$ cat src/lvc_pkg.sv
// Shared types and constants of the line viewport clipper.
// No dependencies; imported by every module of the block.
package lvc_pkg;

  localparam int FRAC_BITS = 8;
  localparam int INT_BITS  = 16;
  localparam int COORD_W   = INT_BITS + FRAC_BITS;
  localparam int DIFF_W    = COORD_W + 1;
  localparam int SUM_W     = 2 * COORD_W + 3;
  localparam int REM_W     = 2 * COORD_W + 4;
  localparam int DEN_W     = COORD_W + 2;
  localparam int ORD_W     = 2 * DIFF_W;
  localparam int NUM_EDGES = 4;
  localparam int CFG_IDX_W = 2;
  localparam int CFG_W     = 16;
  localparam int HIT_W     = 3;

  localparam int EDGE_LEFT   = 0;
  localparam int EDGE_RIGHT  = 1;
  localparam int EDGE_TOP    = 2;
  localparam int EDGE_BOTTOM = 3;

  typedef enum logic [CFG_IDX_W-1:0] {
    REG_MIN_X = 2'd0,
    REG_MIN_Y = 2'd1,
    REG_MAX_X = 2'd2,
    REG_MAX_Y = 2'd3
  } cfg_reg_e;

  typedef logic signed [COORD_W-1:0] coord_t;

  typedef struct packed {
    coord_t first_x;
    coord_t first_y;
    coord_t second_x;
    coord_t second_y;
  } lvc_in_t;

  typedef struct packed {
    coord_t clip_x;
    coord_t clip_y;
    logic   point_valid;
    logic   last;
  } lvc_out_t;

  typedef struct packed {
    coord_t xmin;
    coord_t ymin;
    coord_t xmax;
    coord_t ymax;
  } lvc_view_t;

  typedef struct packed {
    logic [REM_W-1:0]   rem;
    logic [DEN_W-1:0]   den;
    logic [COORD_W-1:0] quo;
  } lvc_lane_t;

  typedef struct packed {
    lvc_in_t          pts;
    logic             in1;
    logic             in2;
    logic [HIT_W-1:0] hits;
    logic [1:0]       idx0;
    logic [1:0]       idx1;
    logic             swap;
  } lvc_ctl_t;

endpackage

$ cat src/lvc_div_cell.sv
// One cell of the divider chain: one restoring quotient bit for each edge.
// Uses lvc_pkg; passes the control word along unchanged.
module lvc_div_cell import lvc_pkg::*; #(
  parameter int SHIFT = 0
) (
  input  logic      clk_i,
  input  logic      rst_ni,
  input  logic      valid_i,
  output logic      ready_o,
  input  lvc_ctl_t  ctl_i,
  input  lvc_lane_t [NUM_EDGES-1:0] lane_i,
  output logic      valid_o,
  input  logic      ready_i,
  output lvc_ctl_t  ctl_o,
  output lvc_lane_t [NUM_EDGES-1:0] lane_o
);

  logic      v_q;
  lvc_ctl_t  ctl_q;
  lvc_lane_t [NUM_EDGES-1:0] lane_q, lane_d;
  logic      en;

  assign en      = !v_q || ready_i;
  assign ready_o = en;

  always_comb begin
    logic [REM_W-1:0] sub;
    logic             ge;
    for (int e = 0; e < NUM_EDGES; e++) begin
      sub           = REM_W'(lane_i[e].den) << SHIFT;
      ge            = lane_i[e].rem >= sub;
      lane_d[e].rem = ge ? lane_i[e].rem - sub : lane_i[e].rem;
      lane_d[e].den = lane_i[e].den;
      lane_d[e].quo = {lane_i[e].quo[COORD_W-2:0], ge};
    end
  end

  always_ff @(posedge clk_i or negedge rst_ni) begin
    if (!rst_ni) begin
      v_q <= 1'b0;
    end else if (en) begin
      v_q <= valid_i;
    end
  end

  always_ff @(posedge clk_i) begin
    if (en) begin
      ctl_q  <= ctl_i;
      lane_q <= lane_d;
    end
  end

  assign valid_o = v_q;
  assign ctl_o   = ctl_q;
  assign lane_o  = lane_q;

endmodule

$ cat config.mk
export PLATFORM = sky130hd
export DESIGN_NAME = lvc_div_cell
export DESIGN_NICKNAME = d
export VERILOG_FILES = /design/src/lvc_pkg.sv /design/src/lvc_div_cell.sv
export SDC_FILE = /design/constraint.sdc
export NUM_CORES = 1
export LEC_CHECK = 0
export BUFFER_PORTS_ARGS = -buffer_cell sky130_fd_sc_hd__buf_2
export CAP_MARGIN = 20
export CORE_AREA = 2 2 401 403
export DETAILED_ROUTE_END_ITERATION = 12
export DIE_AREA = 0 0 403 405
export HOLD_SLACK_MARGIN = 0.08
export PLACE_DENSITY = 0.35
export SLEW_MARGIN = 0
export SYNTH_ARGS = -nofsm -noshare
export SYNTH_HDL_FRONTEND = slang
export SYNTH_SLANG_ARGS = --single-unit
$ cat constraint.sdc
create_clock -name clk_i -period 19.8 [get_ports clk_i]
set_input_delay 3.96 -clock clk_i [delete_from_list [all_inputs] [get_ports clk_i]]
set_output_delay 3.96 -clock clk_i [all_outputs]
set_load 0.01 [all_outputs]
---- Yosys cells after proc, flatten, opt, wreduce, memory -nomap -nowiden ----
Cells that the tools add are included.
storage, ports and cells
  bits in latches ......................... 0
  bits in read-only memories .............. 0
  register bits ........................... 515
  RAM bits ................................ 0
  memories kept ........................... 0
operators by class
  bitwise logic cells ..................... 0
  shift-type cells ........................ 0
  order comparisons ....................... 4
  div/mod/pow operators ................... 0
  $mul .................................... 0
  add/subtract/negate cells ............... 4
  equal/unequal tests ..................... 0
  reductions and logical operators ........ 2
  muxes and demuxes ....................... 4
operators with widths
  cell                                          count
  greater-or-equal comparator 52 x 26 -> 1 bit  4
  2-to-1 mux 52 bit                             4
  subtractor 52 x 26 -> 52 bit                  4
  logical NOT 1 bit                             1
  logical OR 1 bit                              1

---- Longest topological paths before layout ----
Gate-level depths: netlist of the first run.
  word-level depth ........................ 2
  depth in mapped cells ................... 14

---- Worst setup path before layout of the first run ----
Ideal clock, no wire load.
  kind .................................... input to output
  start ................................... in ready_i
  end ..................................... out ready_o
  path buffers ............................ 0
  setup slack ............................. -0.453 ns
  required time ........................... 15.840 ns
  data arrival time ....................... 16.293 ns
  stages .................................. 1
  cells stage by stage .................... nand2b_1
on the way
  longest elaborated chain between the ends .. 1
ends and longest elaborated chain
  item              line                text
  from (decl)       lvc_div_cell.sv:13  input logic ready_i,
  logical OR 1 bit  lvc_div_cell.sv:23  assign en = !v_q || ready_i;
  to (decl)         lvc_div_cell.sv:9   output logic ready_o,
No other way between the ends.

---- Final worst setup path of the first run ----
Same ends and word-level chain as after synthesis.

==> results of run 1 <==
==> synthesized netlist by cell type, types with 5 or more instances <==
| library cell | count | area (sq um) |
|---|---|---|
| or3_1 | 29 | 181 |
| o31ai_1 | 12 | 90.1 |
| nor2b_1 | 13 | 81.3 |
| a21oi_1 | 178 | 891 |
| a31oi_1 | 17 | 106 |
| o21ai_0 | 84 | 420 |
| nand4b_1 | 10 | 87.6 |
| o21ai_1 | 10 | 50.1 |
| xnor2_1 | 105 | 920 |
| nand4_1 | 55 | 344 |
| a2111oi_0 | 6 | 52.6 |
| o21bai_1 | 17 | 128 |
| nor2_1 | 178 | 668 |
| ha_1 | 104 | 1300 |
| edfxtp_1 | 514 | 15400 |
| nand3_1 | 53 | 265 |
| buf_6 | 7 | 78.8 |
| nand2b_1 | 18 | 113 |
| buf_2 | 34 | 170 |
| inv_1 | 143 | 537 |
| a211oi_1 | 19 | 143 |
| xor2_1 | 80 | 701 |
| nor4_1 | 32 | 200 |
| nor3b_1 | 7 | 52.6 |
| and4_1 | 5 | 43.8 |
| a21o_1 | 58 | 435 |
| or4_1 | 16 | 120 |
| clkbuf_1 | 41 | 154 |
| o21a_1 | 19 | 143 |
| or2_2 | 9 | 56.3 |
| o211ai_1 | 11 | 82.6 |
| and2_1 | 5 | 31.3 |
| nand2_1 | 138 | 518 |
| a21boi_0 | 7 | 52.6 |
| o2111ai_1 | 10 | 87.6 |
| nor4b_1 | 7 | 61.3 |
| nor3_1 | 53 | 265 |
| and3_1 | 13 | 81.3 |
==> report_power, final <==
part           switching [W]  internal, W  total, W
combinational       0.000386     0.000220  0.000606
clock               0.000574     0.000717   0.00129
sequential         0.0000254      0.00133   0.00136
total               0.000985      0.00227   0.00325
==> layer usage <==
metal / wire length, um / vias to the layer above / GRT usage
li1: - / 10400 / -
met2: 56800 / 811 / 0.231
met4: 2820 / 44 / 0.0343
met3: 12300 / 209 / 0.0652
met5: 265 / - / 0
met1: 51800 / 10600 / 0.177
==> cells by family (layout without fill, tap and decap cells) <==
| group | count (synthesis) | in the layout |
|---|---|---|
| other cells | 0 | 10 |
| buf+inv | 231 | 1326 |
| fa+ha+maj | 108 | 108 |
| flops | 515 | 515 |
| mux | 5 | 5 |
| simple gates | 665 | 665 |
| xor+xnor | 185 | 185 |
| compound gates | 496 | 496 |
==> per-stage QoR <==
stage               power, W  worst slack (ns)  utilization  area [sq um]  hold slack (ns)
detailed placement   0.00199             10.80        0.211         33600             1.18
global route         0.00341             10.79        0.226         36000             1.25
CTS                  0.00333             10.80        0.226         35900             1.19
floorplan            0.00169              5.44            -         26100             3.66
global placement     0.00200             10.80        0.211         33600             1.18
finish               0.00325             10.89        0.226         36000             1.12
==> sequential cells by signal (all words and copies together) (netlist names) <==
name     flops
ctl_o      106
valid_o      1
lane_o     408
==> cell type report <==
cell class / count / area (sq um) / share of cell area
Tap cell: 2086 / 2610 / 0.0726
Antenna cell: 10 / 25.0 / 0.000696
Inverter: 146 / 553 / 0.0154
Timing Repair Buffer: 1051 / 5320 / 0.148
Clock inverter: 47 / 488 / 0.0136
Sequential cell: 515 / 15500 / 0.430
Multi-Input combinational cell: 1459 / 9690 / 0.269
Clock buffer: 82 / 1830 / 0.0508
==> worst paths after layout <==
path,to,depth (start not counted)
max,ready_o,3
min,lane_o[34],1
max reg2reg,lane_o[385],4
min reg2reg,lane_o[34],1
max in group asynchronous,valid_o,1
min in group asynchronous,valid_o,1
==> reports/metrics.yaml, run 1 <==
sta:
  relSlewSlack: 0.207
  rsz0062_at_grt: "no"
  slew_viol_final: 0
  setup_viol: 0
  post-route-min-period_ns: 8.91
  clock.fmax_mhz: 112
  skew_ns: 0.0334
  report.final.hold_viol_count: 0
  setup_tns_ns: 0
  fin_crit_sh: 0.450
  worstMarginPinSlew_ns: 1.17
synth:
  muxShareOfSynthArea: 0.00206
  ys_seq_elements: 515
  syn-num-nets: 2831
  synth_cells: 2205
  ys_types: 92
  synth_xor_area_frac: 0.0621
  netlist_area_sq_um: 26100
  synth_edf_count: 514
  synthAdderAreaFrac: 0.0529
  syn_area_per_cell_sq_um: 11.8
  synthSimpleGateAreaFrac: 0.132
  synth_top_family_by_area: "simple AND/OR/NAND/NOR gates"
  synth_compound_gate_area_share: 0.121
  synth_ff_type: "edfxtp_1"
  async_flop_share: 0.00194
  yosysWarnings: 0
  ys_seq_area_frac: 0.592
floorplan:
  die_width_um: 403
  pin_count: 1034
  rows: 147
  start_util: 0.164
  die_h_um: 405
  dieArea_sq_um: 163000
  core_area_sq_um: 159000
placed_design:
  gp_congestion: 0.823
  dp.cells: 5257
  place_hpwl_um: 102000
  port_buffers: 1029
cts:
  worstSkewPairLatency_ns: 0.67
  clk_pin_slew_ns: 0.06
  cts-root-buf: "clkbuf_16"
  cts_resized: 0
  htreeDepth: 3
  cts-buffers-inserted: 71
  cts_tree: "built"
  postCtsSetupBuffers: 0
  cts.sink_count: 515
  ctsHoldBuffers: 0
  clockBufferDepth: 3
critical_path:
  worstPathMaxFanout: 44
  path_cells: "buf_2, nand2b_4, buf_2"
  end_kind: "primary output"
  slowest_delay_ns: 0.59
  r2r-start: "valid_o"
  path_delay_family: "simple AND/OR/NAND/NOR gates"
  critPathBufInv: 2
  cp-start-kind: "primary input"
  rrSetupSlack_ns: 16.42
  critPathKind: "primary input to primary output"
  worst_path_most_repeated_cell: "buf_2"
  cpMaxStageDelayCell: "nand2b_4"
  required_ns: 15.84
  critPathLaunch: "ready_i"
  cp.arrival_ns: 4.95
drt:
  route.detailed.drc: 0
  drtAntennaViolNets: 0
  post_drt_via_cell_ratio: 4.07
  wl_per_cell_um: 23.0
  vias: 22000
  drt_wl_total_um: 124000
  drt_iter0_drc: 1384
  drt_first_pass_iters: 5
global_routing:
  grt_max_degree: 133
  grt_antenna_before_repair: 63
  grt_pass1_vias: 21700
  grt_overflow: 0
  grt_pass1_wl_um: 168000
  grt_usage: 0.145
pwr:
  p_leak_nw: 14.8
  pwr_density_cell_nw_per_um2: 90.4
  vdd_drop_max_v: 0.0000582
min_path:
  min_path_type: "register to register"
  hp-start: "valid_o"
layout:
  final_cell_mix: "buf_2 (1029), edfxtp_1 (514), a21oi_1 (178), nor2_1 (178), inv_1 (143)"
  instances_no_fill: 5396
  nFillCells: 17400
  nNetsFinal: 3870
  drive_gt1_frac: 0.364
  synthToLayoutAreaGrowth_pct: 37.8
  final_common_cell: "buf_2"
run_status:
  status: "complete, no violations"
flow_run:
  maxCapViolCount: 0
No activity file was read; power rests on OpenSTA's default activity.
==> inputs of run 2 (changes only) <==
Settings changed: PLACE_DENSITY 0.35 to 0.34.
Clock period 19.8 ns to 9.3 ns, I/O delays scaled along.
==> reports/metrics.yaml, run 2 (synthesis gave the netlist of run 1 again) <==
run_status:
  status: "complete, no violations"
floorplan:
  die_width_um: 403
  core_area_sq_um: 159000
  rows: 147
  dieArea_sq_um: 163000
  pin_count: 1034
  die_h_um: 405
  start_util: 0.164
sta:
  report.final.hold_viol_count: 0
  post-route-min-period_ns: 5.47
  relSlewSlack: 0.282
  clock.fmax_mhz: 183
  setup_tns_ns: 0
  slew_viol_final: 0
  worstMarginPinSlew_ns: 1.07
  setup_viol: 0
  rsz0062_at_grt: "no"
  skew_ns: 0.0240
  whs_ns: 0.958
  fin_crit_sh: 0.588
critical_path:
  critPathKind: "primary input to register"
  cp.arrival_ns: 5.88
  slowest_delay_ns: 0.86
  rrSetupSlack_ns: 6.43
  cpMaxStageDelayCell: "a2111oi_0"
  worstPathMaxFanout: 26
  required_ns: 9.71
  path_cells: "buf_2, inv_1, ha_1, a2111oi_0, nand3_1, nor4_2, o311ai_2, a21oi_4, inv_2, nand4b_2, nor3b_1, xor2_1"
  cp-start-kind: "primary input"
  end_kind: "register"
cts:
  cts.sink_count: 515
  clockBufferDepth: 3
  cts_resized: 0
  worstSkewPairLatency_ns: 0.69
  postCtsSetupBuffers: 0
  ctsHoldBuffers: 0
  cts_tree: "built"
  clk_pin_slew_ns: 0.06
  cts-root-buf: "clkbuf_16"
  htreeDepth: 3
  cts-buffers-inserted: 73
drt:
  wl_per_cell_um: 23.6
  post_drt_via_cell_ratio: 4.08
  drt_iter0_drc: 1434
  route.detailed.drc: 0
  vias: 22000
  drt_first_pass_iters: 5
  drt_wl_total_um: 127000
  drtAntennaViolNets: 0
layout:
  multi_input_area_sq_um: 9690
  synthToLayoutAreaGrowth_pct: 38.4
  final_common_cell: "buf_2"
  drive_gt1_frac: 0.366
  nFillCells: 17400
  largest_reg_flops: 408
  nNetsFinal: 3872
  finalInstanceArea_sq_um: 36100
  seq_area_sq_um: 15500
  final_cell_mix: "buf_2 (1029), edfxtp_1 (514), a21oi_1 (178), nor2_1 (178), inv_1 (143)"
global_routing:
  grt-busiest-layer: "met2"
  use_met3: 0.0554
  grt_pass1_wl_um: 172000
  met2_usage: 0.239
  grt_max_degree: 145
  use_met1: 0.186
  grt_pass1_vias: 21900
  grt_usage: 0.149
  grt_antenna_before_repair: 71
  grt_overflow: 0
pwr:
  vdd_drop_max_v: 0.000138
  pwr_density_cell_nw_per_um2: 196
  p_leak_nw: 14.9
min_path:
  min_path_type: "primary input to async pin"
flow_run:
  maxCapViolCount: 0
placed_design:
  place_hpwl_um: 104000
  place_area_sq_um: 33600
  gp_congestion: 0.822
  port_buffers: 1029
run 2: cell count changes in the layout (fill, tap and decap cells not counted), moves of 2 or more:
cell,delta
clkinv_4,-4
clkbuf_16,+2
bufinv_16,+5
clkinv_1,-8
clkinv_2,+5
clkinv_16,-2
inv_16,+3
run 2: final cells by class:
type	instances	share of cell area
antenna	10	0.000693
timing repair buffer	1051	0.148
sequential	515	0.428
clock buffer	84	0.0517
tap	2086	0.0723
clock inverter	44	0.0158
inverter	146	0.0153
multi-input combinational	1459	0.268
run 2: where the power goes:
| part | internal [W] | total, W | switching, W |
|---|---|---|---|
| clock | 0.00169 | 0.00291 | 0.00122 |
| sequential | 0.00283 | 0.00289 | 0.0000554 |
| combinational | 0.000468 | 0.00129 | 0.000822 |
| total | 0.00499 | 0.00709 | 0.00210 |
run 2: worst paths after layout:
| kind | depth (start not counted) | startpoint | end |
|---|---|---|---|
| setup / recovery | 12 | lane_i[151] | lane_o[202] |
| hold reg to reg | 3 | valid_o | valid_o |
| setup reg to reg | 4 | valid_o | lane_o[394] |
| min in group clk_i | 3 | valid_o | valid_o |
| hold / removal | 1 | rst_ni | valid_o |
| max in group asynchronous | 1 | rst_ni | valid_o |
run 2: critical path: cells and delay by family:
family / cells / cell delay, ns
adders and majority gates: 1 / 0.42
AOI/OAI and AO/OA: 3 / 1.72
and+or+nand+nor: 4 / 1.07
xor gates and xnor gates: 1 / 0.14
buffers and inverters: 3 / 0.65
run 2: routing by layer:
layer  vias up  wire length, um
met5         -              207
met4        28             2870
met3       216            11100
met2       819            58400
met1     10600            54600
li1      10300                -
run 2: metrics by stage:
stage	util	std cells	setup slack [ns]	power [W]
floorplan	-	2205	2.04	0.00359
global placement	0.211	5257	3.04	0.00426
global route	0.227	5390	3.50	0.00744
detailed placement	0.211	5257	3.02	0.00425
finish	0.227	5395	3.83	0.00709
CTS	0.227	5385	3.80	0.00728
==> inputs of run 3 (changes only) <==
Settings changed: PLACE_DENSITY 0.34 to 0.35.
Clock period 9.3 ns to 4.9 ns, I/O delays scaled along.
==> reports/metrics.yaml, run 3 (synthesis gave the netlist of run 1 again) <==
cts:
  ctsHoldBuffers: 1
  postCtsSetupBuffers: 0
  cts-root-buf: "clkbuf_16"
  cts_resized: 0
  cts-buffers-inserted: 70
  clockBufferDepth: 3
  clk_pin_slew_ns: 0.06
  cts.sink_count: 515
  htreeDepth: 3
  worstSkewPairLatency_ns: 0.68
  cts_tree: "built"
critical_path:
  rrSetupSlack_ns: 2.66
  required_ns: 5.28
  critPathBufInv: 2
  path_cells: "buf_2, ha_1, fa_1, nand2b_1, a21oi_1, a31oi_1, o21bai_1, a211oi_1, buf_4, o41ai_1, a2111oi_0, xor2_1"
  critPathKind: "primary input to register"
  cp-start-kind: "primary input"
  slowest_delay_ns: 0.49
  cpMaxStageDelayCell: "o41ai_1"
  path_delay_family: "compound AO/OA/AOI/OAI gates"
  worstPathMaxFanout: 3
  cp.arrival_ns: 4.01
  end_kind: "register"
placed_design:
  place_hpwl_um: 105000
  gp_congestion: 0.844
  port_buffers: 1029
  dp.cells: 5298
layout:
  instances_no_fill: 5439
  largest_reg_flops: 408
  nNetsFinal: 3911
  nFillCells: 17500
  drive_gt1_frac: 0.369
  final_common_cell: "buf_2"
  final_cell_mix: "buf_2 (1029), edfxtp_1 (514), a21oi_1 (178), nor2_1 (178), inv_1 (143)"
  synthToLayoutAreaGrowth_pct: 39.4
floorplan:
  die_h_um: 405
  dieArea_sq_um: 163000
  die_width_um: 403
  core_area_sq_um: 159000
  pin_count: 1034
  start_util: 0.164
  rows: 147
run_status:
  status: "complete, no violations"
drt:
  vias: 22300
  route.detailed.drc: 0
  drt_first_pass_iters: 5
  drtAntennaViolNets: 0
  drt_wl_total_um: 127000
  post_drt_via_cell_ratio: 4.10
  drt_iter0_drc: 1502
  wl_per_cell_um: 23.3
global_routing:
  grt_pass1_vias: 22500
  grt_max_degree: 141
  grt_usage: 0.149
  grt_overflow: 0
  grt_antenna_before_repair: 65
  grt_pass1_wl_um: 174000
sta:
  skew_ns: 0.0295
  fin_crit_sh: 0.741
  post-route-min-period_ns: 3.63
  setup_viol: 0
  report.final.hold_viol_count: 0
  worstMarginPinSlew_ns: 1.10
  clock.fmax_mhz: 275
  setup_tns_ns: 0
  rsz0062_at_grt: "no"
  whs_ns: 0.478
  slew_viol_final: 0
  relSlewSlack: 0.267
pwr:
  pwr_density_cell_nw_per_um2: 364
  p_total_w: 0.0132
  p_leak_nw: 15.1
  vdd_drop_max_v: 0.000209
min_path:
  min_path_type: "primary input to register"
flow_run:
  maxCapViolCount: 0
-- run 3: power breakdown --
part           switching (W)  leakage (nW)  internal, W
clock network        0.00219          1.11      0.00307
registers           0.000111          5.17      0.00538
logic                0.00158          8.81     0.000912
-- run 3: layout make-up --
type / instances / area, sq um / share of cell area
flip-flops and latches: 515 / 15500 / 0.425
multi-input cells: 1459 / 9690 / 0.266
well taps: 2086 / 2610 / 0.0717
inverters: 146 / 553 / 0.0152
clock buffers: 93 / 1850 / 0.0508
repair buffers: 1093 / 5710 / 0.157
clock inverters: 31 / 479 / 0.0132
diodes: 16 / 40.0 / 0.00110
-- run 3: worst reg2reg max path: cells and delay by family, from the launching register on --
kind / cells / cell delay [ns]
simple gates: 1 / 0.59
flops: 1 / 0.40
buf+inv: 1 / 0.46
-- run 3: stage by stage --
step	cell area, sq um	setup WS, ns	util
global route	36400	1.05	0.228
detailed placement	34000	0.553	0.214
global placement	34000	0.591	0.214
floorplan	26100	-0.600	-
finish	36400	1.27	0.228
CTS	36300	1.30	0.228
-- run 3: final timing paths --
path,startpoint,to,depth (start not counted)
worst max-delay path,lane_i[126],lane_o[192],12
worst min-delay path,lane_i[18],lane_o[19],1
worst max register to register,valid_o,ctl_o[32],2
worst min register to register,valid_o,lane_o[31],1
max in group asynchronous,rst_ni,valid_o,2
min in group asynchronous,rst_ni,valid_o,2
-- run 3: metal layers --
metal  track usage  share of wire  vias to the layer above
met5             0         0.0012                        -
met4        0.0336          0.021                       22
met3        0.0499          0.082                      182
met2         0.239           0.46                      836
met1         0.191           0.43                    10800
li1              -              -                    10400
