[src/lvc_pkg.sv]
// Shared types and constants of the line viewport clipper.
// No dependencies; imported by every module of the block.
package lvc_pkg;

  localparam int FRAC_BITS = 8;
  localparam int INT_BITS  = 16;
  localparam int COORD_W   = INT_BITS + FRAC_BITS;
  localparam int DIFF_W    = COORD_W + 1;
  localparam int SUM_W     = 2 * COORD_W + 3;
  localparam int REM_W     = 2 * COORD_W + 4;
  localparam int DEN_W     = COORD_W + 2;
  localparam int ORD_W     = 2 * DIFF_W;
  localparam int NUM_EDGES = 4;
  localparam int CFG_IDX_W = 2;
  localparam int CFG_W     = 16;
  localparam int HIT_W     = 3;

  localparam int EDGE_LEFT   = 0;
  localparam int EDGE_RIGHT  = 1;
  localparam int EDGE_TOP    = 2;
  localparam int EDGE_BOTTOM = 3;

  typedef enum logic [CFG_IDX_W-1:0] {
    REG_MIN_X = 2'd0,
    REG_MIN_Y = 2'd1,
    REG_MAX_X = 2'd2,
    REG_MAX_Y = 2'd3
  } cfg_reg_e;

  typedef logic signed [COORD_W-1:0] coord_t;

  typedef struct packed {
    coord_t first_x;
    coord_t first_y;
    coord_t second_x;
    coord_t second_y;
  } lvc_in_t;

  typedef struct packed {
    coord_t clip_x;
    coord_t clip_y;
    logic   point_valid;
    logic   last;
  } lvc_out_t;

  typedef struct packed {
    coord_t xmin;
    coord_t ymin;
    coord_t xmax;
    coord_t ymax;
  } lvc_view_t;

  typedef struct packed {
    logic [REM_W-1:0]   rem;
    logic [DEN_W-1:0]   den;
    logic [COORD_W-1:0] quo;
  } lvc_lane_t;

  typedef struct packed {
    lvc_in_t          pts;
    logic             in1;
    logic             in2;
    logic [HIT_W-1:0] hits;
    logic [1:0]       idx0;
    logic [1:0]       idx1;
    logic             swap;
  } lvc_ctl_t;

endpackage

[src/lvc_out.sv]
// Result assembly and output register of the clipper, one or two transfers per line.
// Uses lvc_pkg; fed by the last divider cell.
module lvc_out import lvc_pkg::*; (
  input  logic      clk_i,
  input  logic      rst_ni,
  input  lvc_view_t view_i,
  input  logic      valid_i,
  output logic      ready_o,
  input  lvc_ctl_t  ctl_i,
  input  lvc_lane_t [NUM_EDGES-1:0] lane_i,
  output logic      out_valid_o,
  input  logic      out_ready_i,
  output lvc_out_t  out_data_o
);

  coord_t   hx [NUM_EDGES];
  coord_t   hy [NUM_EDGES];
  coord_t   along [NUM_EDGES];
  lvc_out_t r0_d, r1_d, r0_q, r1_q, tmp;
  logic     two_d, two_q, v_q, ph_q, done;

  always_comb begin
    tmp = '0;
    for (int e = 0; e < NUM_EDGES; e++) begin
      along[e] = signed'({~lane_i[e].quo[COORD_W-1], lane_i[e].quo[COORD_W-2:0]});
    end
    hx[EDGE_LEFT]   = view_i.xmin;
    hy[EDGE_LEFT]   = along[EDGE_LEFT];
    hx[EDGE_RIGHT]  = view_i.xmax;
    hy[EDGE_RIGHT]  = along[EDGE_RIGHT];
    hx[EDGE_TOP]    = along[EDGE_TOP];
    hy[EDGE_TOP]    = view_i.ymax;
    hx[EDGE_BOTTOM] = along[EDGE_BOTTOM];
    hy[EDGE_BOTTOM] = view_i.ymin;

    r0_d.clip_x      = hx[ctl_i.idx0];
    r0_d.clip_y      = hy[ctl_i.idx0];
    r0_d.point_valid = 1'b1;
    r0_d.last        = 1'b0;
    r1_d.clip_x      = hx[ctl_i.idx1];
    r1_d.clip_y      = hy[ctl_i.idx1];
    r1_d.point_valid = 1'b1;
    r1_d.last        = 1'b1;
    two_d            = 1'b1;

    if (ctl_i.in1 && ctl_i.in2) begin
      r0_d.clip_x = ctl_i.pts.first_x;
      r0_d.clip_y = ctl_i.pts.first_y;
      r1_d.clip_x = ctl_i.pts.second_x;
      r1_d.clip_y = ctl_i.pts.second_y;
    end else if (ctl_i.hits == HIT_W'(0)) begin
      r0_d.clip_x      = '0;
      r0_d.clip_y      = '0;
      r0_d.point_valid = 1'b0;
      r0_d.last        = 1'b1;
      two_d            = 1'b0;
    end else if (ctl_i.hits == HIT_W'(1)) begin
      r0_d.last = 1'b1;
      two_d     = 1'b0;
    end else if (ctl_i.hits == HIT_W'(2)) begin
      if (ctl_i.swap) begin
        tmp       = r0_d;
        r0_d      = r1_d;
        r1_d      = tmp;
        r0_d.last = 1'b0;
        r1_d.last = 1'b1;
      end
      if (ctl_i.in1) begin
        r0_d.clip_x = ctl_i.pts.first_x;
        r0_d.clip_y = ctl_i.pts.first_y;
      end else if (ctl_i.in2) begin
        r1_d.clip_x = ctl_i.pts.second_x;
        r1_d.clip_y = ctl_i.pts.second_y;
      end
    end
  end

  assign done    = v_q && out_ready_i && (!two_q || ph_q);
  assign ready_o = !v_q || done;

  always_ff @(posedge clk_i or negedge rst_ni) begin
    if (!rst_ni) begin
      v_q  <= 1'b0;
      ph_q <= 1'b0;
    end else if (valid_i && ready_o) begin
      v_q  <= 1'b1;
      ph_q <= 1'b0;
    end else if (done) begin
      v_q  <= 1'b0;
      ph_q <= 1'b0;
    end else if (v_q && out_ready_i) begin
      ph_q <= 1'b1;
    end
  end

  always_ff @(posedge clk_i) begin
    if (valid_i && ready_o) begin
      r0_q  <= r0_d;
      r1_q  <= r1_d;
      two_q <= two_d;
    end
  end

  assign out_valid_o = v_q;
  assign out_data_o  = ph_q ? r1_q : r0_q;

endmodule

[config.mk]
export PLATFORM = sky130hd
export DESIGN_NAME = lvc_out
export DESIGN_NICKNAME = d
export VERILOG_FILES = /design/src/lvc_pkg.sv /design/src/lvc_out.sv
export SDC_FILE = /design/constraint.sdc
export NUM_CORES = 1
export LEC_CHECK = 0
export BUFFER_PORTS_ARGS = -buffer_cell sky130_fd_sc_hd__buf_2
export CAP_MARGIN = 10
export CORE_AREA = 2 2 260 262
export CTS_BUF_LIST = sky130_fd_sc_hd__clkbuf_4
export DETAILED_ROUTE_END_ITERATION = 6
export DIE_AREA = 0 0 262 264
export GPL_ROUTABILITY_DRIVEN = 1
export SLEW_MARGIN = 20
export SYNTH_ARGS = -nofsm -noshare
export SYNTH_HDL_FRONTEND = slang
export SYNTH_SLANG_ARGS = --single-unit
[constraint.sdc]
create_clock -name clk_i -period 5.3 [get_ports clk_i]
set_input_delay 0 -clock clk_i [delete_from_list [all_inputs] [get_ports clk_i]]
set_output_delay 0 -clock clk_i [all_outputs]
set_load 0.02 [all_outputs]
Yosys cells after proc, flatten, opt, wreduce, memory -nomap -nowiden
Cells that the tools add are included.
{"block": "totals", "output_inout_bits": 52, "in_bits": 614, "word_cells": 68, "regBits": 103}
{"block": "classes", "n_mux": 34, "eq_ne": 2, "bitwise": 7, "order_cmp": 2, "reduce_logical": 12}
{"cell": "50-bit two-way mux", "n": 8}
{"cell": "48-bit two-way mux", "n": 5}
{"cell": "24-bit binary-select mux with 2-bit select", "n": 4}
{"cell": "24-bit two-way mux", "n": 8}
{"cell": "49-bit two-way mux", "n": 1}
{"cell": "1-bit two-way mux", "n": 8}
{"cell": "3-bit greater-or-equal comparator, second input constant", "n": 2}
{"cell": "2-bit inverter with 3-bit output", "n": 2}
{"cell": "1-bit inverter", "n": 5}
{"cell": "1-bit logical AND", "n": 4}
{"cell": "4-bit OR reduction", "n": 1}
{"cell": "3-bit by 1-bit == test with 1-bit output, second input constant", "n": 1}
{"cell": "3-bit by 2-bit == test with 1-bit output, second input constant", "n": 1}
{"cell": "3-bit logical NOT", "n": 1}
{"cell": "3-bit nonzero test", "n": 1}
{"cell": "1-bit logical NOT", "n": 2}
{"cell": "1-bit logical OR", "n": 2}
{"cell": "2-bit nonzero test", "n": 1}

Depth between registers and ports, before layout
Gate-level depths: netlist (run 1).
{"block": "logic_depth", "ltp_word": 11, "depth_mapped": 6, "depth_no_buf": 4}

Least setup slack after synthesis (run 1)
OpenSTA, ideal clock, no wires.
{"block": "synth_timing", "kind": "reg-to-reg", "startpoint": "register ph_q", "endpoint": "register r0_q[0] in the netlist's numbering (enable)", "stages_incl_launch_ff": 6, "synth_period_minus_slack_ns": 3.683, "path_slack_ns": 1.617, "required_time_ns": 4.831, "n_path_buf": 1, "setup_time_ns": 0.469, "t_arrival_ns": 3.215, "cell_sequence": "dfrtp_1 -> clkbuf_1 -> nand2b_1 -> nand2_1 -> nand2_1 -> and2_1"}
{"block": "synth_via", "elab_chain_cells": 4}
{"item": "start, declared", "line": "lvc_out.sv:20", "source": "logic two_d, two_q, v_q, ph_q, done;"}
{"item": "start signal, assigned", "line": "lvc_out.sv:84", "source": "ph_q <= 1'b0;"}
{"item": "start signal, assigned", "line": "lvc_out.sv:87", "source": "ph_q <= 1'b0;"}
{"item": "start signal, assigned", "line": "lvc_out.sv:90", "source": "ph_q <= 1'b0;"}
{"item": "1-bit logical OR", "line": "lvc_out.sv:78", "source": "assign done = v_q && out_ready_i && (!two_q || ph_q);"}
{"item": "1-bit logical AND", "line": "lvc_out.sv:78"}
{"item": "1-bit logical OR", "line": "lvc_out.sv:79", "source": "assign ready_o = !v_q || done;"}
{"item": "net ready_o", "line": "lvc_out.sv:8", "source": "output logic ready_o,"}
{"item": "1-bit logical AND", "line": "lvc_out.sv:97", "source": "if (valid_i && ready_o) begin"}
{"item": "end signal, assigned", "line": "lvc_out.sv:98", "source": "r0_q <= r0_d;"}
{"item": "end, declared", "line": "lvc_out.sv:19", "source": "lvc_out_t r0_d, r1_d, r0_q, r1_q, tmp;"}
The timed path passes the listed nets, and every way through them passes these cells.
A chain may end at the register's enable or synchronous reset.

==> flow_metrics.env, run 1 <==
export IMPL_outcome="complete, no violations"
export IMPL_synth_top_area_share_pct=34.8
export IMPL_dpl_cell_area_mm2=0.0111
export IMPL_cts_resized=0
export IMPL_core_mm2=0.0666
export IMPL_leakagePower_nw=5.19
export IMPL_gp_congestion=0.831
export IMPL_synth_area_top_cells="edfxtp_1 (35%), mux4_2 (25%), nand2_1 (7.1%)"
export IMPL_use_met1_pct=15.1
export IMPL_timing_fmax_mhz=279
export IMPL_maxCapViolCount=0
export IMPL_antenna_found_initial=29
export IMPL_ir_drop_uv=81.3
export IMPL_cp_required_ns=5.77
export IMPL_viasPerCell=4.37
export IMPL_fin_skew_ns=0.0389
export IMPL_met2_usage_pct=20.9
export IMPL_syn_to_final_growth_pct=59.8
export IMPL_worst_slew_pin_slew_ns=0.965
export IMPL_synthFlopType="edfxtp_1"
export IMPL_synth_edff_count=99
export IMPL_r2r_start="ph_q"
export IMPL_clkSinkCount=101
export IMPL_clock_latency_ns=0.63
export IMPL_grt_ovfl_total=0
export IMPL_hold_viol_final=0
export IMPL_crit_start="ctl_i[6]"
export IMPL_place_hpwl_mm=32.5
export IMPL_ios=666
export IMPL_numCtsBuffers=9
export IMPL_finalNonFillerCells=2213
export IMPL_synth_area_leader_cell="edfxtp_1"
export IMPL_finalCritPeriodShare_pct=67.5
export IMPL_drtPass1Iterations=5
export IMPL_first_iter_violations=876
export IMPL_grt_use_total_pct=13.0
export IMPL_drive_gt1_share_pct=41.4
export IMPL_port_buffers=353
export IMPL_design_area_mm2=0.0136
export IMPL_cts_setup_buffers=0
export IMPL_end_kind="flip-flop"
export IMPL_postRouteAntennaNets=0
export IMPL_grt_max_degree=52
export IMPL_cts_root_buf="clkbuf_4"
export IMPL_grt_pass1_wl_mm=64.0
export IMPL_drv_slew=0
export IMPL_clk_pin_slew_ns=0.19
export IMPL_num_rows=95
export IMPL_p_per_area_mw_per_mm2=197
export IMPL_finalCriticalPeriod_ns=3.58
export IMPL_critical_path_arrival_ns=4.05
export IMPL_ys_seq_area_share_pct=35.4
export IMPL_synthCells=780
export IMPL_cts_buffer_depth=2
export IMPL_ys_ff_latch=101
export IMPL_grt_busiest_layer="met2"
export IMPL_dp_cells=1940
export IMPL_ys_warn_count=0
export IMPL_fill_cells=7284
export IMPL_detail_route_wirelength_mm=46.1
export IMPL_netlist_area_mm2=0.00853
export IMPL_hold_class="primary input to flip-flop"
export IMPL_syn_nets=1394
export IMPL_h_tree_depth=3
export IMPL_finalSetupViolCount=0
export IMPL_wl_per_cell_um=20.8
export IMPL_min_from="view_i[7]"
export IMPL_chipHeight_um=264
export IMPL_dr_total_vias=9666
export IMPL_cts_tree="done"
export IMPL_crit_fanout=25
export IMPL_relSlewSlack_pct=35.6
export IMPL_dieArea_mm2=0.0692
export IMPL_grt_setup_unrepaired="no"
export IMPL_final_setup_tns_ns=0
export IMPL_startpoint_type="primary input"
export IMPL_start_util_pct=12.8
export IMPL_drcViolationCount=0
export IMPL_rrSetupSlack_ns=2.76
export IMPL_fin_nets=1925
export IMPL_dieWidth_um=262
export IMPL_avgSynthCellArea_um2=10.9
export IMPL_use_met3_pct=6.04
export IMPL_worstSetupPathType="primary input to flip-flop"
export IMPL_async_reset_ff_share_pct=1.98
export IMPL_first_global_vias=9833
export IMPL_holdBufCountCts=233
export IMPL_ys_types=36
## final timing paths
path / endpoint / cells after the start
hold / removal: r1_q[9] / 4
setup reg to reg: r0_q[48] / 5
max in group asynchronous: ph_q / 3
min in group asynchronous: ph_q / 3
hold reg to reg: ph_q / 2
setup / recovery: r1_q[48] / 9
## cell families after synthesis
| group | Yosys count | share of synthesized area (%) |
|---|---|---|
| compound gates | 228 | 16.4 |
| simple gates | 212 | 10.6 |
| mux | 146 | 31.8 |
| flops | 101 | 35.4 |
| buf+inv | 93 | 5.78 |
## where the power goes
part	internal (W)	switching [W]
logic	0.000613	0.000631
clock network	0.000103	0.000345
registers	0.000978	0.0000172
## metal layers
| metal | vias to the layer above | routed length [um] |
|---|---|---|
| met5 | - | 67 |
| met4 | 12 | 1140 |
| met3 | 98 | 5980 |
| met2 | 673 | 21100 |
| met1 | 4669 | 17700 |
| li1 | 4214 | - |
## cell type report
class | instances | area [um2] | area share (%)
multi-input cells | 586 | 5040 | 37.0
repair buffers | 606 | 4250 | 31.2
flip-flops and latches | 101 | 3020 | 22.2
well taps | 873 | 1090 | 8.01
clock buffers | 9 | 67.6 | 0.496
clock inverters | 7 | 61.3 | 0.450
diodes | 24 | 60.1 | 0.441
inverters | 7 | 26.3 | 0.193
## Yosys cell counts (2+ instances only)
cell and count:
buf_2 32, nand3_1 2, mux2_2 48, or3_1 2
edfxtp_1 99, o211ai_1 27, inv_1 7, o21ai_1 17
and2_1 3, a22oi_1 21, o22ai_1 48, nand2b_1 6
clkbuf_1 39, nor3_1 26, o21ai_0 38, buf_4 8
nand2_1 162, mux2i_1 3, a21oi_1 24, a31oi_1 47
nor2_1 4, mux4_2 95, buf_12 2, dfrtp_1 2
or2_2 4, buf_6 4
## flip-flops by register name, indices dropped and copies added, names as in the netlist
name and count:
out_valid_o 1, two_q 1, r0_q 50, ph_q 1, r1_q 48
## critical path, cell delays in order
cell,delay (ns)
dlygate4sd3_1,0.52
buf_2,0.23
nor3b_4,0.66
or2_2,0.70
buf_4,0.48
o22ai_1,0.12
dlygate4sd3_1,0.58
a31oi_1,0.16
dlygate4sd3_1,0.58
## cell usage in the layout, fill, tap and decap left out, types with 2 or more instances in the layout
cell / instances
a21oi_1: 24
a22oi_1: 20
a31oi_1: 47
buf_2: 351
buf_4: 22
clkbuf_4: 9
clkinv_2: 2
clkinv_4: 2
diode_2: 24
dlygate4sd3_1: 233
edfxtp_1: 99
inv_1: 6
inv_6: 2
mux2_2: 48
mux2i_1: 3
mux4_2: 95
nand2_1: 162
nand2b_1: 6
nand3_1: 2
nor2_1: 3
nor3_1: 26
o211ai_1: 27
o21ai_0: 37
o21ai_1: 17
o22ai_1: 48
or2_2: 4
or3_1: 2
## through the flow
stage	utilization [%]	setup WS, ns	hold slack [ns]	power, W
finish	20.5	1.72	0.107	0.00269
global route	20.4	1.54	0.00550	0.00284
CTS	20.4	1.82	0.0118	0.00271
detailed placement	16.7	2.42	-0.208	0.00202
global placement	16.7	2.47	-0.208	0.00199
floorplan	-	1.62	-0.296	0.00162
No activity file was read; power rests on OpenSTA's default activity.
==> inputs of run 2 (changes only) <==
--- a/config.mk
+++ b/config.mk
@@ -7,10 +7,10 @@
 export LEC_CHECK = 0
 export BUFFER_PORTS_ARGS = -buffer_cell sky130_fd_sc_hd__buf_2
 export CAP_MARGIN = 10
-export CORE_AREA = 2 2 260 262
+export CORE_AREA = 2 2 261 263
 export CTS_BUF_LIST = sky130_fd_sc_hd__clkbuf_4
 export DETAILED_ROUTE_END_ITERATION = 6
-export DIE_AREA = 0 0 262 264
+export DIE_AREA = 0 0 263 265
 export GPL_ROUTABILITY_DRIVEN = 1
 export SLEW_MARGIN = 20
 export SYNTH_ARGS = -nofsm -noshare
==> constraint.sdc (replaced) <==
create_clock -name clk_i -period 3.7 [get_ports clk_i]
set_input_delay 0 -clock clk_i [delete_from_list [all_inputs] [get_ports clk_i]]
set_output_delay 0 -clock clk_i [all_outputs]
set_load 0.02 [all_outputs]
==> run 2 against run 1 <==
Against the previous run:
- hold slack gained 0.016 ns
- clock-buffer cell count grew 1
- via count grew 2.1%
- final area grew 0.33%
- core utilization is essentially flat
- critical path depth is the same
- register-to-register slack lost 1.0 ns
- sequential share of layout area shrank 0.073 points
- final cell count is the same
- die area grew 0.76%
- clock skew grew 0.0056 ns
- critical path type unchanged
- critical endpoint is now r1_q[14]
==> flow_metrics.env, run 2 (same netlist as run 1, synthesis figures left out) <==
export IMPL_p_per_area_mw_per_mm2=284
export IMPL_utilization_pct=20.5
export IMPL_r2r_cells=4
export IMPL_h_tree_depth=3
export IMPL_rrSetupSlack_ns=1.75
export IMPL_end_kind="flip-flop"
export IMPL_postRouteAntennaNets=0
export IMPL_first_global_vias=10200
export IMPL_drv_slew=0
export IMPL_first_iter_violations=1085
export IMPL_switching_share_pct=37.3
export IMPL_grt_pass1_wl_mm=67.0
export IMPL_dr_total_vias=9868
export IMPL_finalCriticalPeriod_ns=3.46
export IMPL_drive_gt1_share_pct=42.1
export IMPL_hold_viol_final=0
export IMPL_num_rows=95
export IMPL_hold_end="r1_q[6]"
export IMPL_grt_max_degree=100
export IMPL_timing_fmax_mhz=289
export IMPL_p_sw_w=0.00145
export IMPL_power_frac_comb_pct=46.4
export IMPL_leakagePower_nw=5.23
export IMPL_hold_class="primary input to flip-flop"
export IMPL_intPower_w=0.00244
export IMPL_chipHeight_um=265
export IMPL_dieArea_mm2=0.0697
export IMPL_pwr_share_seq_pct=36.6
export IMPL_grt_ovfl_total=0
export IMPL_relSlewSlack_pct=29.5
export IMPL_startpoint_type="primary input"
export IMPL_finalCritPeriodShare_pct=93.6
export IMPL_cts_resized=0
export IMPL_clock_latency_ns=0.61
export IMPL_port_buffers=353
export IMPL_dieWidth_um=263
export IMPL_drtPass1Iterations=5
export IMPL_clock_power_share_pct=17.0
export IMPL_fin_nets=1930
export IMPL_final_setup_tns_ns=0
export IMPL_antenna_found_initial=32
export IMPL_r2r_start="ph_q"
export IMPL_clk_pin_slew_ns=0.20
export IMPL_largest_reg_flops=50
export IMPL_ios=666
export IMPL_regMostFlops="r0_q"
export IMPL_drcViolationCount=0
export IMPL_cp_required_ns=4.16
export IMPL_cts_root_buf="clkbuf_4"
export IMPL_gp_congestion=0.854
export IMPL_clkSinkCount=101
export IMPL_fill_cells=7282
export IMPL_start_util_pct=12.8
export IMPL_fin_skew_ns=0.0445
export IMPL_r2r_end="ph_q"
export IMPL_min_from="view_i[4]"
export IMPL_whs_path_depth=4
export IMPL_grt_use_total_pct=13.3
export IMPL_critical_path_arrival_ns=3.92
export IMPL_worst_slew_pin_slew_ns=1.06
export IMPL_worstSetupPathType="primary input to flip-flop"
export IMPL_place_hpwl_mm=33.5
export IMPL_cts_buffer_depth=2
export IMPL_core_mm2=0.0668
export IMPL_layout_common_cells="buf_2 (351), dlygate4sd3_1 (227), nand2_1 (162)"
export IMPL_cts_setup_buffers=0
export IMPL_wl_per_cell_um=21.3
export IMPL_crit_fanout=27
export IMPL_finalSetupViolCount=0
export IMPL_grt_setup_unrepaired="no"
export IMPL_largest_registers="r0_q x50, r1_q x48"
export IMPL_outcome="complete, no violations"
export IMPL_final_common_cell="buf_2"
export IMPL_numCtsBuffers=9
export IMPL_ir_drop_uv=149
export IMPL_syn_to_final_growth_pct=60.3
export IMPL_viasPerCell=4.46
export IMPL_cts_tree="done"
export IMPL_detail_route_wirelength_mm=47.1
export IMPL_maxCapViolCount=0
-- run 2: changes by cell type in the layout (fill, tap and decap cells not counted), sizes merged --
cell / delta
clkbuf: +1
diode: -5
buf: +11
dlygate4sd3: -6
clkinv: -1
-- run 2: layout make-up --
type	instances	area (um2)	area share [%]
multi-input cells	586	5040	36.9
repair buffers	611	4310	31.5
flip-flops and latches	101	3020	22.1
well taps	873	1090	7.99
clock buffers	10	75.1	0.549
clock inverters	6	56.3	0.412
diodes	19	47.5	0.348
inverters	7	26.3	0.192
-- run 2: worst max-delay path, cell delays in order --
cell           delay, ns
dlygate4sd3_1       0.52
buf_2               0.22
nor3b_4             0.53
or2_2               0.56
buf_4               0.56
o22ai_1             0.14
dlygate4sd3_1       0.62
a31oi_1             0.17
dlygate4sd3_1       0.57
-- run 2: what timing repair did --
item	4_1_cts	5_1_grt
setup endpoints to repair	0	0
hold buffers	227	0
hold endpoints to repair	103	0
-- run 2: per-layer routing --
| layer | part of all wire, % | global-route usage [%] | routed length, um |
|---|---|---|---|
| met1 | 40 | 16.2 | 19100 |
| met2 | 44 | 21.0 | 21000 |
| met3 | 13 | 5.98 | 5910 |
| met4 | 2.2 | 3.80 | 1030 |
| met5 | 0.31 | 0 | 144 |
-- run 2: power groups by stage --
stage	Combinational (W)	Clock, W	Sequential, W
floorplan	0.000877	0	0.00145
global placement	0.00143	0	0.00145
detailed placement	0.00146	0	0.00145
CTS	0.00178	0.000708	0.00142
global route	0.00193	0.000735	0.00143
finish	0.00181	0.000660	0.00142
-- run 2: how the worst max path moves through the flow --
stage / from / endpoint / slack (ns) / cells past startpoint
floorplan: ph_q / r0_q[0] / 0.02 / 5
detailed placement: ctl_i[7] / r1_q[40] / 0.94 / 6
finish: ctl_i[6] / r1_q[14] / 0.24 / 9
global placement: ctl_i[7] / r0_q[5] / 1.00 / 6
global route: ctl_i[6] / r1_q[23] / 0.07 / 9
CTS: ctl_i[6] / r1_q[15] / 0.41 / 9
-- run 2: stage by stage --
step	power, W	hold WS (ns)	instances	setup WS (ns)	instance area (um2)
final	0.00389	0.123	2213	0.237	13700
after global placement	0.00288	-0.206	1950	1.00	11200
after CTS	0.00392	0.00103	2194	0.413	13600
after detailed placement	0.00291	-0.205	1951	0.941	11200
after global routing	0.00410	0.0505	2202	0.0662	13600
after floorplan	0.00233	-0.296	780	0.0165	8530
==> inputs of run 3 (changes only) <==
--- a/config.mk
+++ b/config.mk
@@ -12,6 +12,7 @@
 export DETAILED_ROUTE_END_ITERATION = 6
 export DIE_AREA = 0 0 263 265
 export GPL_ROUTABILITY_DRIVEN = 1
+export PLACE_DENSITY = 0.33
 export SLEW_MARGIN = 20
 export SYNTH_ARGS = -nofsm -noshare
 export SYNTH_HDL_FRONTEND = slang
==> run 3 against run 2 <==
Against the previous run:
- critical path type unchanged
- combinational power about the same
- global-route usage increased by 0.59 points
- largest cell class unchanged
- sequential power is essentially flat
- fmax fell by 3.3%
- critical path depth did not move
- sequential cell count is the same
- clock skew shrank 0.015 ns
- clock-buffer cell count decreased by 1
- power down 1.5%
- critical endpoint is now r1_q[26]
==> flow_metrics.env, run 3 (same netlist as run 1, synthesis figures left out) <==
export IMPL_regMostFlops="r0_q"
export IMPL_cp_required_ns=4.18
export IMPL_p_total_w=0.00383
export IMPL_intPower_w=0.00242
export IMPL_maxCapViolCount=0
export IMPL_drive_gt1_share_pct=41.7
export IMPL_place_hpwl_mm=32.4
export IMPL_cts_buffer_depth=2
export IMPL_drv_slew=0
export IMPL_first_global_vias=9849
export IMPL_fin_ws_ns=0.118
export IMPL_grt_setup_unrepaired="no"
export IMPL_cp_depth=9
export IMPL_chipHeight_um=265
export IMPL_r2r_end="r0_q[16]"
export IMPL_dieArea_mm2=0.0697
export IMPL_largest_registers="r0_q x50, r1_q x48"
export IMPL_first_iter_violations=555
export IMPL_end_kind="flip-flop"
export IMPL_ff_latch_area_mm2=0.00303
export IMPL_numCtsBuffers=9
export IMPL_pwr_share_seq_pct=37.1
export IMPL_dieWidth_um=263
export IMPL_power_frac_comb_pct=46.9
export IMPL_cts_setup_buffers=0
export IMPL_drtPass1Iterations=7
export IMPL_cts_resized=0
export IMPL_worstSetupPathType="primary input to flip-flop"
export IMPL_final_setup_tns_ns=0
export IMPL_ir_drop_uv=133
export IMPL_cts_tree="done"
export IMPL_gp_congestion=0.731
export IMPL_timing_fmax_mhz=279
export IMPL_drcViolationCount=0
export IMPL_layout_common_cells="buf_2 (349), dlygate4sd3_1 (231), nand2_1 (162)"
export IMPL_cpMostUsedCell="dlygate4sd3_1"
export IMPL_finalCritPeriodShare_pct=96.8
export IMPL_crit_family="buffers and inverters"
export IMPL_startpoint_type="primary input"
export IMPL_clk_pin_slew_ns=0.17
export IMPL_port_buffers=353
export IMPL_crit_start="ctl_i[6]"
export IMPL_post_place_ws_ns=1.09
export IMPL_worst_slew_pin_slew_ns=0.990
export IMPL_crit_chain="dlygate4sd3_1 -> buf_2 -> nor3b_4 -> or2_2 -> buf_4 -> o22ai_1 -> dlygate4sd3_1 -> a31oi_1 -> dlygate4sd3_1"
export IMPL_finalNonFillerCells=2201
export IMPL_crit_end="r1_q[26]"
export IMPL_crit_slowest_cell="or2_2"
export IMPL_hold_class="primary input to flip-flop"
export IMPL_grt_pass1_wl_mm=69.0
export IMPL_start_util_pct=12.8
export IMPL_fin_nets=1924
export IMPL_clock_latency_ns=0.62
export IMPL_syn_to_final_growth_pct=59.6
export IMPL_num_rows=95
export IMPL_postRouteAntennaNets=0
export IMPL_dp_cells=1941
export IMPL_grt_ovfl_total=0
export IMPL_r2r_cells=5
export IMPL_detail_route_wirelength_mm=48.9
export IMPL_critical_path_arrival_ns=4.07
export IMPL_cpPeakStageDelay_ns=0.70
export IMPL_largest_reg_flops=50
export IMPL_p_sw_w=0.00141
export IMPL_switching_share_pct=36.8
export IMPL_leakagePower_nw=5.18
export IMPL_dr_total_vias=9373
export IMPL_crit_fanout=20
export IMPL_relSlewSlack_pct=34.0
export IMPL_cts_root_buf="clkbuf_4"
export IMPL_h_tree_depth=3
export IMPL_grt_max_degree=82
export IMPL_finalCriticalPeriod_ns=3.58
export IMPL_fin_skew_ns=0.0298
export IMPL_finalSetupViolCount=0
export IMPL_clkSinkCount=101
export IMPL_final_common_cell="buf_2"
export IMPL_fill_cells=7422
export IMPL_outcome="complete, no violations"
export IMPL_hold_viol_final=0
export IMPL_grt_use_total_pct=13.9
export IMPL_r2r_start="ph_q"
export IMPL_core_mm2=0.0668
export IMPL_wl_per_cell_um=22.2
export IMPL_rrSetupSlack_ns=1.68
export IMPL_ios=666
export IMPL_multi_input_area_mm2=0.00505
export IMPL_antenna_found_initial=16
export IMPL_viasPerCell=4.26
export IMPL_crit_buf_inv=5
export IMPL_clock_power_share_pct=16.0
export IMPL_p_per_area_mw_per_mm2=282
[run 3: metrics by stage]
step | hold WS (ns) | instance area [um2] | utilization [%]
3_3_place_gp | -0.199 | 11200 | 16.7
5_1_grt | 0.00773 | 13600 | 20.4
6_report | 0.103 | 13600 | 20.4
3_5_place_dp | -0.202 | 11200 | 16.7
4_1_cts | 0.000658 | 13600 | 20.3
2_1_floorplan | -0.296 | 8530 | -
[run 3: layer usage]
layer / global-route usage [%] / up-vias / routed length [um]
met3: 4.77 / 42 / 4150
li1: - / 4195 / -
met1: 18.5 / 4700 / 22100
met2: 21.8 / 422 / 22100
met4: 2.49 / 14 / 414
met5: 0 / - / 90
[run 3: final cells by class]
class,count,share of cell area [%]
multi-input cells,586,37.1
clock buffers,9,0.496
diodes,13,0.239
clock inverters,7,0.368
repair buffers,605,31.4
well taps,873,8.02
flip-flops and latches,101,22.2
inverters,7,0.193
[run 3: worst min path at each step]
stage	slack, ns	startpoint	depth (start not counted)	endpoint
after CTS	0.0007	view_i[6]	4	r1_q[8]
after global placement	-0.20	rst_ni	1	out_valid_o
after global routing	0.008	lane_i[324]	4	r1_q[44]
final	0.10	view_i[6]	4	r1_q[8]
after floorplan	-0.30	rst_ni	0	out_valid_o
after detailed placement	-0.20	rst_ni	1	out_valid_o
[run 3: worst reg2reg max path, stage by stage (launching register included)]
cell	delay, ns
dfrtp_4	0.45
nand2b_1	0.11
nand2_1	0.05
nand2_1	0.12
and2_4	0.38
buf_12	0.44
[run 3: timing repair]
action                                  CTS  global route
hold buffers                            231             0
hold endpoints to repair                121             0
endpoints found under the setup margin    0             0
[run 3: power groups by stage]
stage               Sequential [W]  Combinational (W)  Clock [W]
finish                     0.00142            0.00180   0.000614
global route               0.00143            0.00194   0.000717
CTS                        0.00142            0.00181   0.000686
detailed placement         0.00145            0.00148          0
global placement           0.00145            0.00148          0
floorplan                  0.00145           0.000877          0
